===== src/sv/ssq_pkg.sv =====
// ----------------------------------------------------------------------------
// ssq_pkg
// Shared widths, codes and types for the stable sorted priority queue.
// ----------------------------------------------------------------------------
package ssq_pkg;

  // Fixed beat field widths
  localparam int unsigned OP_W   = 2;
  localparam int unsigned ID_W   = 16;
  localparam int unsigned KEY_W  = 8;
  localparam int unsigned POS_W  = 5;
  localparam int unsigned STAT_W = 2;
  localparam int unsigned OCC_W  = 5;

  // Parameter defaults
  localparam int unsigned DEF_CAPACITY = 16;
  localparam int unsigned DEF_KEY_BITS = 8;

  // Opcodes
  localparam logic [OP_W-1:0] OP_INSERT   = 2'd0;
  localparam logic [OP_W-1:0] OP_DISPATCH = 2'd1;
  localparam logic [OP_W-1:0] OP_MODIFY   = 2'd2;

  // Status codes
  localparam logic [STAT_W-1:0] ST_OK     = 2'd0;
  localparam logic [STAT_W-1:0] ST_EMPTY  = 2'd1;
  localparam logic [STAT_W-1:0] ST_FULL   = 2'd2;
  localparam logic [STAT_W-1:0] ST_BADPOS = 2'd3;

  // Sequencer states
  typedef enum logic [2:0] {
    S_IDLE,
    S_HEAD,
    S_REMOVE,
    S_INS_START,
    S_INS,
    S_PUT_HEAD
  } state_t;

endpackage


===== src/sv/ssq_ram.sv =====
// ----------------------------------------------------------------------------
// ssq_ram
// Generic single-write, single-read synchronous RAM with registered read.
// ----------------------------------------------------------------------------
module ssq_ram #(
  parameter int unsigned WIDTH = 8,
  parameter int unsigned DEPTH = 16
) (
  input  logic                     clk,
  input  logic                     we,
  input  logic [$clog2(DEPTH)-1:0] waddr,
  input  logic [WIDTH-1:0]         wdata,
  input  logic [$clog2(DEPTH)-1:0] raddr,
  output logic [WIDTH-1:0]         rdata
);

  logic [WIDTH-1:0] mem [DEPTH];
  logic [WIDTH-1:0] rdata_r;

  // write port
  always_ff @(posedge clk) begin
    if (we) begin
      mem[waddr] <= wdata;
    end
  end

  // registered read port
  always_ff @(posedge clk) begin
    rdata_r <= mem[raddr];
  end

  assign rdata = rdata_r;

endmodule


===== src/sv/stable_sorted_priority_queue.sv =====
// ----------------------------------------------------------------------------
// stable_sorted_priority_queue
// Bounded min-first queue of (id, key) entries held in one RAM in key order,
// stable on equal keys. Insert, dispatch head, and re-key at a position.
// ----------------------------------------------------------------------------
//
//  Channel  | Handshake          | Payload
//  ---------+--------------------+-----------------------------------------------
//  in_      | start & !busy      | in_opcode, in_entry_id, in_key_value, in_position
//  out_     | out_valid (1 cyc)  | out_status, out_id, out_key, out_occupancy
//
//  Every accepted beat gives exactly one result beat. Entries move through
//  the single RAM one slot per cycle, so the time that busy stays high grows
//  with the occupancy before the beat; rejected and no-op beats never raise busy.
//  The result strobe is registered: it rises as busy falls, or in the cycle
//  after a rejected or no-op beat is taken.
//  rst_n (synchronous) empties the queue; RAM contents are not cleared.
//  The receiver cannot stall; busy holds off only new commands.
// ----------------------------------------------------------------------------
module stable_sorted_priority_queue #(
  parameter int unsigned CAPACITY = ssq_pkg::DEF_CAPACITY,
  parameter int unsigned KEY_BITS = ssq_pkg::DEF_KEY_BITS
) (
  input  logic                        clk,
  input  logic                        rst_n,
  input  logic                        start,
  output logic                        busy,
  input  logic [ssq_pkg::OP_W-1:0]    in_opcode,
  input  logic [ssq_pkg::ID_W-1:0]    in_entry_id,
  input  logic [ssq_pkg::KEY_W-1:0]   in_key_value,
  input  logic [ssq_pkg::POS_W-1:0]   in_position,
  output logic                        out_valid,
  output logic [ssq_pkg::STAT_W-1:0]  out_status,
  output logic [ssq_pkg::ID_W-1:0]    out_id,
  output logic [ssq_pkg::KEY_W-1:0]   out_key,
  output logic [ssq_pkg::OCC_W-1:0]   out_occupancy
);

  localparam int unsigned AW     = $clog2(CAPACITY);
  localparam int unsigned CW     = $clog2(CAPACITY + 1);
  localparam int unsigned KW     = (KEY_BITS < ssq_pkg::KEY_W) ? KEY_BITS : ssq_pkg::KEY_W;
  localparam int unsigned IDW    = ssq_pkg::ID_W;
  localparam int unsigned KOUT_W = ssq_pkg::KEY_W;
  localparam int unsigned OCC_W  = ssq_pkg::OCC_W;
  localparam int unsigned POS_W  = ssq_pkg::POS_W;
  localparam int unsigned CMP_W  = (CW > POS_W) ? CW : POS_W;
  localparam int unsigned WORD_W = IDW + KW;

  // control and working registers
  ssq_pkg::state_t state_r, state_nxt;
  logic [CW-1:0]   count_r, count_nxt;
  logic [AW-1:0]   ptr_r, ptr_nxt;
  logic [KW-1:0]   key_r, key_nxt;
  logic [IDW-1:0]  id_r, id_nxt;
  logic            is_mod_r, is_mod_nxt;

  // result registers
  logic                       out_valid_r, out_valid_nxt;
  logic [ssq_pkg::STAT_W-1:0] out_status_r, out_status_nxt;
  logic [IDW-1:0]             out_id_r, out_id_nxt;
  logic [KW-1:0]              out_key_r, out_key_nxt;
  logic [CW-1:0]              out_count_r, out_count_nxt;

  // RAM port
  logic              ram_we;
  logic [AW-1:0]     ram_waddr;
  logic [WORD_W-1:0] ram_wdata;
  logic [AW-1:0]     ram_raddr;
  logic [WORD_W-1:0] ram_rdata;
  logic [KW-1:0]     rd_key;
  logic [IDW-1:0]    rd_id;

  // helpers
  logic [CW-1:0]     ptr_ext_inc;
  logic [CMP_W-1:0]  pos_ext;
  logic [CMP_W-1:0]  count_ext;
  logic              pos_bad;

  ssq_ram #(
    .WIDTH (WORD_W),
    .DEPTH (CAPACITY)
  ) u_ram (
    .clk   (clk),
    .we    (ram_we),
    .waddr (ram_waddr),
    .wdata (ram_wdata),
    .raddr (ram_raddr),
    .rdata (ram_rdata)
  );

  assign rd_key      = ram_rdata[KW-1:0];
  assign rd_id       = ram_rdata[KW +: IDW];
  assign ptr_ext_inc = CW'(ptr_r) + CW'(1);
  assign pos_ext     = CMP_W'(in_position);
  assign count_ext   = CMP_W'(count_r);
  assign pos_bad     = (pos_ext == '0) || (pos_ext > count_ext);

  // state and working registers
  always_ff @(posedge clk) begin
    if (!rst_n) begin
      state_r     <= ssq_pkg::S_IDLE;
      count_r     <= '0;
      out_valid_r <= 1'b0;
    end else begin
      state_r     <= state_nxt;
      count_r     <= count_nxt;
      out_valid_r <= out_valid_nxt;
    end
  end

  always_ff @(posedge clk) begin
    ptr_r        <= ptr_nxt;
    key_r        <= key_nxt;
    id_r         <= id_nxt;
    is_mod_r     <= is_mod_nxt;
    out_status_r <= out_status_nxt;
    out_id_r     <= out_id_nxt;
    out_key_r    <= out_key_nxt;
    out_count_r  <= out_count_nxt;
  end

  // sequencer: next state, RAM accesses and result beat
  always_comb begin
    state_nxt      = state_r;
    count_nxt      = count_r;
    ptr_nxt        = ptr_r;
    key_nxt        = key_r;
    id_nxt         = id_r;
    is_mod_nxt     = is_mod_r;
    out_valid_nxt  = 1'b0;
    out_status_nxt = ssq_pkg::ST_OK;
    out_id_nxt     = '0;
    out_key_nxt    = '0;
    out_count_nxt  = count_r;
    ram_we         = 1'b0;
    ram_waddr      = '0;
    ram_wdata      = {id_r, key_r};
    ram_raddr      = '0;

    case (state_r)
      ssq_pkg::S_IDLE: begin
        if (start) begin
          case (in_opcode)
            ssq_pkg::OP_INSERT: begin
              if (count_r >= CW'(CAPACITY)) begin
                out_valid_nxt  = 1'b1;
                out_status_nxt = ssq_pkg::ST_FULL;
              end else begin
                key_nxt   = in_key_value[KW-1:0];
                id_nxt    = in_entry_id;
                state_nxt = ssq_pkg::S_INS_START;
              end
            end
            ssq_pkg::OP_DISPATCH: begin
              if (count_r == '0) begin
                out_valid_nxt  = 1'b1;
                out_status_nxt = ssq_pkg::ST_EMPTY;
              end else begin
                ram_raddr  = '0;
                ptr_nxt    = '0;
                is_mod_nxt = 1'b0;
                state_nxt  = ssq_pkg::S_HEAD;
              end
            end
            ssq_pkg::OP_MODIFY: begin
              if (pos_bad) begin
                out_valid_nxt  = 1'b1;
                out_status_nxt = ssq_pkg::ST_BADPOS;
              end else begin
                ram_raddr  = AW'(pos_ext - CMP_W'(1));
                ptr_nxt    = AW'(pos_ext - CMP_W'(1));
                key_nxt    = in_key_value[KW-1:0];
                is_mod_nxt = 1'b1;
                state_nxt  = ssq_pkg::S_HEAD;
              end
            end
            default: begin
              // unused opcode: no change
              out_valid_nxt = 1'b1;
            end
          endcase
        end
      end

      // entry to take out is on the read port
      ssq_pkg::S_HEAD: begin
        id_nxt = rd_id;
        if (!is_mod_r) begin
          key_nxt = rd_key;
        end
        if (ptr_ext_inc < count_r) begin
          ram_raddr = ptr_r + AW'(1);
          ptr_nxt   = ptr_r + AW'(1);
          state_nxt = ssq_pkg::S_REMOVE;
        end else begin
          count_nxt = count_r - CW'(1);
          if (is_mod_r) begin
            state_nxt = ssq_pkg::S_INS_START;
          end else begin
            out_valid_nxt = 1'b1;
            out_id_nxt    = rd_id;
            out_key_nxt   = rd_key;
            out_count_nxt = count_nxt;
            state_nxt     = ssq_pkg::S_IDLE;
          end
        end
      end

      // close the gap: slot ptr moves down to ptr-1
      ssq_pkg::S_REMOVE: begin
        ram_we    = 1'b1;
        ram_waddr = ptr_r - AW'(1);
        ram_wdata = ram_rdata;
        if (ptr_ext_inc < count_r) begin
          ram_raddr = ptr_r + AW'(1);
          ptr_nxt   = ptr_r + AW'(1);
        end else begin
          count_nxt = count_r - CW'(1);
          if (is_mod_r) begin
            state_nxt = ssq_pkg::S_INS_START;
          end else begin
            out_valid_nxt = 1'b1;
            out_id_nxt    = id_r;
            out_key_nxt   = key_r;
            out_count_nxt = count_nxt;
            state_nxt     = ssq_pkg::S_IDLE;
          end
        end
      end

      // begin the insert scan from the tail
      ssq_pkg::S_INS_START: begin
        if (count_r == '0) begin
          ram_we        = 1'b1;
          ram_waddr     = '0;
          count_nxt     = count_r + CW'(1);
          out_valid_nxt = 1'b1;
          out_count_nxt = count_nxt;
          state_nxt     = ssq_pkg::S_IDLE;
        end else begin
          ram_raddr = AW'(count_r - CW'(1));
          ptr_nxt   = AW'(count_r - CW'(1));
          state_nxt = ssq_pkg::S_INS;
        end
      end

      // larger keys move up one slot; stop at the first key <= new key
      ssq_pkg::S_INS: begin
        ram_we    = 1'b1;
        ram_waddr = ptr_r + AW'(1);
        if (rd_key > key_r) begin
          ram_wdata = ram_rdata;
          if (ptr_r == '0) begin
            state_nxt = ssq_pkg::S_PUT_HEAD;
          end else begin
            ram_raddr = ptr_r - AW'(1);
            ptr_nxt   = ptr_r - AW'(1);
          end
        end else begin
          count_nxt     = count_r + CW'(1);
          out_valid_nxt = 1'b1;
          out_count_nxt = count_nxt;
          state_nxt     = ssq_pkg::S_IDLE;
        end
      end

      // new entry becomes the head
      ssq_pkg::S_PUT_HEAD: begin
        ram_we        = 1'b1;
        ram_waddr     = '0;
        count_nxt     = count_r + CW'(1);
        out_valid_nxt = 1'b1;
        out_count_nxt = count_nxt;
        state_nxt     = ssq_pkg::S_IDLE;
      end

      default: begin
        state_nxt = ssq_pkg::S_IDLE;
      end
    endcase
  end

  assign busy          = (state_r != ssq_pkg::S_IDLE);
  assign out_valid     = out_valid_r;
  assign out_status    = out_status_r;
  assign out_id        = out_id_r;
  assign out_key       = KOUT_W'(out_key_r);
  assign out_occupancy = OCC_W'(out_count_r);

endmodule

===== config.mk =====
export PLATFORM = sky130hd
export DESIGN_NAME = stable_sorted_priority_queue
export DESIGN_NICKNAME = d
export VERILOG_FILES = /design/src/sv/ssq_pkg.sv /design/src/sv/ssq_ram.sv /design/src/sv/stable_sorted_priority_queue.sv
export SDC_FILE = /design/constraint.sdc
export NUM_CORES = 1
export LEC_CHECK = 0
export BUFFER_PORTS_ARGS = -buffer_cell sky130_fd_sc_hd__buf_2
export CELL_PAD_IN_SITES_DETAIL_PLACEMENT = 0
export CELL_PAD_IN_SITES_GLOBAL_PLACEMENT = 2
export CORE_ASPECT_RATIO = 1.5
export CORE_UTILIZATION = 30
export CTS_CLUSTER_SIZE = 28
export DETAILED_ROUTE_END_ITERATION = 8
export PLACE_DENSITY_LB_ADDON = 0.1
export SLEW_MARGIN = 20
export SYNTH_ARGS = -nofsm -noshare
export SYNTH_HDL_FRONTEND = slang
export SYNTH_SLANG_ARGS = --single-unit

===== constraint.sdc =====
create_clock -name clk -period 5 [get_ports clk]
set_clock_uncertainty 0.1 [all_clocks]
set_input_delay 0.25 -clock clk [delete_from_list [all_inputs] [get_ports clk]]
set_output_delay 0.25 -clock clk [all_outputs]
set_load 0.1 [all_outputs]

==> impl_metrics.yaml <==
logic_synthesis:
  ys_seq_area_share_pct: 65.7
  synthArstFlopShare_pct: 0
  syn_nets: 1666
  syn_inst: 1603
  synth-seq-cells: 477
  mappedNetlistArea_um2: 20800
  netlist.area_leader.share_pct: 59.5
  ys_types: 79
  avgSynthCellArea_um2: 13.0
  synth_edf_count: 413
  synth_largest_area_cell: "edfxtp_1"
  synth_top_flop_cell: "edfxtp_1"
  synthTopCellsByCount: "edfxtp_1 (413), nand2_1 (143), a211oi_1 (124)"
  yosysWarnings: 0
  yosysMostFrequentCell: "edfxtp_1"
  ys_top_cells_by_area: "edfxtp_1 (60%), dfxtp_1 (6.1%), a211oi_1 (4.5%)"
detailed_routing:
  viasPerCell: 5.32
  wirelength_um: 74100
  wl_per_cell_um: 28.0
  dr.pass1.iters: 5
  drt-initial-drc-count: 1109
  drtAntennaViolNets: 0
  drcViolationCount: 0
  vias: 14100
clock_tree:
  cts_inserted_buffers: 50
  cts_setup_buffers: 0
  holdBufCountCts: 27
  cts_sinks: 477
  post_cts_resized: 0
  insertion_delay_ns: 0.60
  cts_tree: "done"
  clk_pin_slew_ns: 0.07
  clockBufferDepth: 3
  cts-root-buf: "clkbuf_16"
  htree_levels: 2
setup_path:
  path_common_cell: "ha_1"
  worstPathMaxFanout: 14
  crit_slowest_cell: "o22ai_4"
  cp_data_required_time_ns: 5.37
  slowest_delay_ns: 0.61
  critPathLaunchType: "register"
  end_kind: "register"
  worst_ep_arrival_time_ns: 4.68
  crit_chain: "inv_1 -> ha_1 -> ha_1 -> nand4_1 -> o21a_1 -> a31oi_1 -> o41ai_4 -> o22ai_4 -> buf_4 -> a211oi_1 -> nor4_2 -> o31ai_2"
  criticalPathCategory: "register to register"
global_route:
  grt_pass1_wl_um: 106000
  track_usage_pct: 21.0
  grt_pass1_vias: 14600
  gr-total-overflow: 0
  antenna_found_initial: 0
  grt_max_degree: 72
timing:
  min_period_over_period_pct: 86.1
  drv_slew: 0
  hold_viol_final: 0
  finalCriticalPeriod_ns: 4.31
  rsz0062_at_grt: "no"
  holdWs_ns: 0.102
  fmax_ghz: 0.232
  slew_headroom_pct: 26.6
  fin_tns_setup_ns: 0
  tightest_slew_ns: 1.10
  setup_viol_count_final: 0
placed_design:
  dpl.cell_count: 2530
  place.gp.congestion: 0.864
  place_hpwl_um: 43100
  place_area_um2: 22700
  io_buffer_count: 66
layout:
  synthToLayoutAreaGrowth_pct: 18.7
  finish.net_count: 1772
  nFillCells: 6764
  antenna_cells: 0
  fin_area_um2: 24700
  drive_above_1_share_pct: 19.4
  final_cells: 2650
floorplan:
  die_h_um: 325
  dieArea_um2: 70500
  die_width_um: 217
  num_rows: 118
  coreArea_um2: 68800
  io-pin-count: 67
  start_util_pct: 30.3
pwr:
  leakagePower_nw: 8.37
  power_mw: 16.8
  p_per_area_nw_per_um2: 680
  peakVddDrop_uv: 391
status:
  outcome: "complete, no violations"
min_path:
  hold_path.class: "input pin to register"
run:
  maxCapViolations: 0
==> cell families after synthesis <==
logic type                 share of synthesized area (%)
AOI/OAI and AO/OA                                   13.8
adders and majority gates                           1.79
DFF                                                 65.7
buffers and inverters                               3.51
muxes                                               5.20
and+or+nand+nor                                     9.53
xor gates and xnor gates                           0.540
==> worst max-delay path, delay by kind of cell (launching register included) <==
family          cells  cell delay, ns
compound gates      6            1.64
fa+ha+maj           2            0.78
buf+inv             2            0.61
flops               1            0.60
simple gates        2            0.42
==> metrics by stage <==
step,setup slack [ns],utilization (%)
6_report,0.694,36.0
5_1_grt,0.401,36.0
4_1_cts,0.646,36.0
3_5_place_dp,0.673,33.0
3_3_place_gp,0.812,33.0
2_1_floorplan,1.63,-
==> metal layers <==
layer / wire length, um / vias up / GRT usage [%]
met5: 0 / - / 0
met4: 3030 / 0 / 8.68
met3: 2790 / 115 / 2.67
met2: 38400 / 355 / 37.8
met1: 29800 / 7230 / 25.0
li1: - / 6402 / -
==> final timing paths <==
kind                    from               to  slack, ns  depth (start not counted)
max                 ptr_r[0]  u_ram.rdata[14]       0.69                         12
min                    start       state_r[0]       0.10                          4
max reg2reg         ptr_r[0]  u_ram.rdata[14]       0.69                         12
min reg2reg  u_ram.rdata[22]       out_id[14]       0.39                          2
==> registers in the layout, indices dropped and copies added, names as in the netlist <==
register and cells:
is_mod_r 1, key_r 8, out_id 16, u_ram.mem 384
state_r 3, ptr_r 4, out_status 2, out_key 8
out_occupancy 5, u_ram.rdata 24, count_ext 5, id_r 16
out_valid 1
==> where the power goes <==
part,internal (mW),total (mW),switching (mW)
registers,5.29,5.59,0.302
logic,2.07,7.21,5.14
clock network,2.39,4.02,1.63
total,9.75,16.8,7.07
==> area by class of cell <==
type,instances,area [um2],share of cell area [%]
sequential,477,13700,55.3
multi-input combinational,979,6640,26.8
timing repair buffer,171,1440,5.82
clock buffer,71,1420,5.75
tap,900,1130,4.55
clock inverter,22,322,1.30
inverter,30,113,0.455
==> cell usage in the layout (no fill, tap or decap), types with 6 or more instances in the layout <==
cell	n
dfxtp_1	64
edfxtp_1	413
and2_1	7
clkinv_2	6
clkbuf_8	7
nor3_1	15
a22oi_1	6
bufinv_16	8
buf_4	59
a31oi_1	7
nor2_1	32
mux2i_1	7
nor2_4	19
mux2_1	28
ha_1	29
and3_1	30
o31ai_1	24
o21ai_1	6
xnor2_1	6
a211oi_1	124
buf_2	66
o22ai_1	28
mux2_2	62
a21oi_1	69
buf_12	17
nor4_1	20
clkbuf_16	51
clkbuf_1	13
dlygate4sd3_1	27
o21ai_0	121
nand3_1	102
inv_1	29
nand2_1	143
Note: power is estimated with default switching activity, not from simulation.
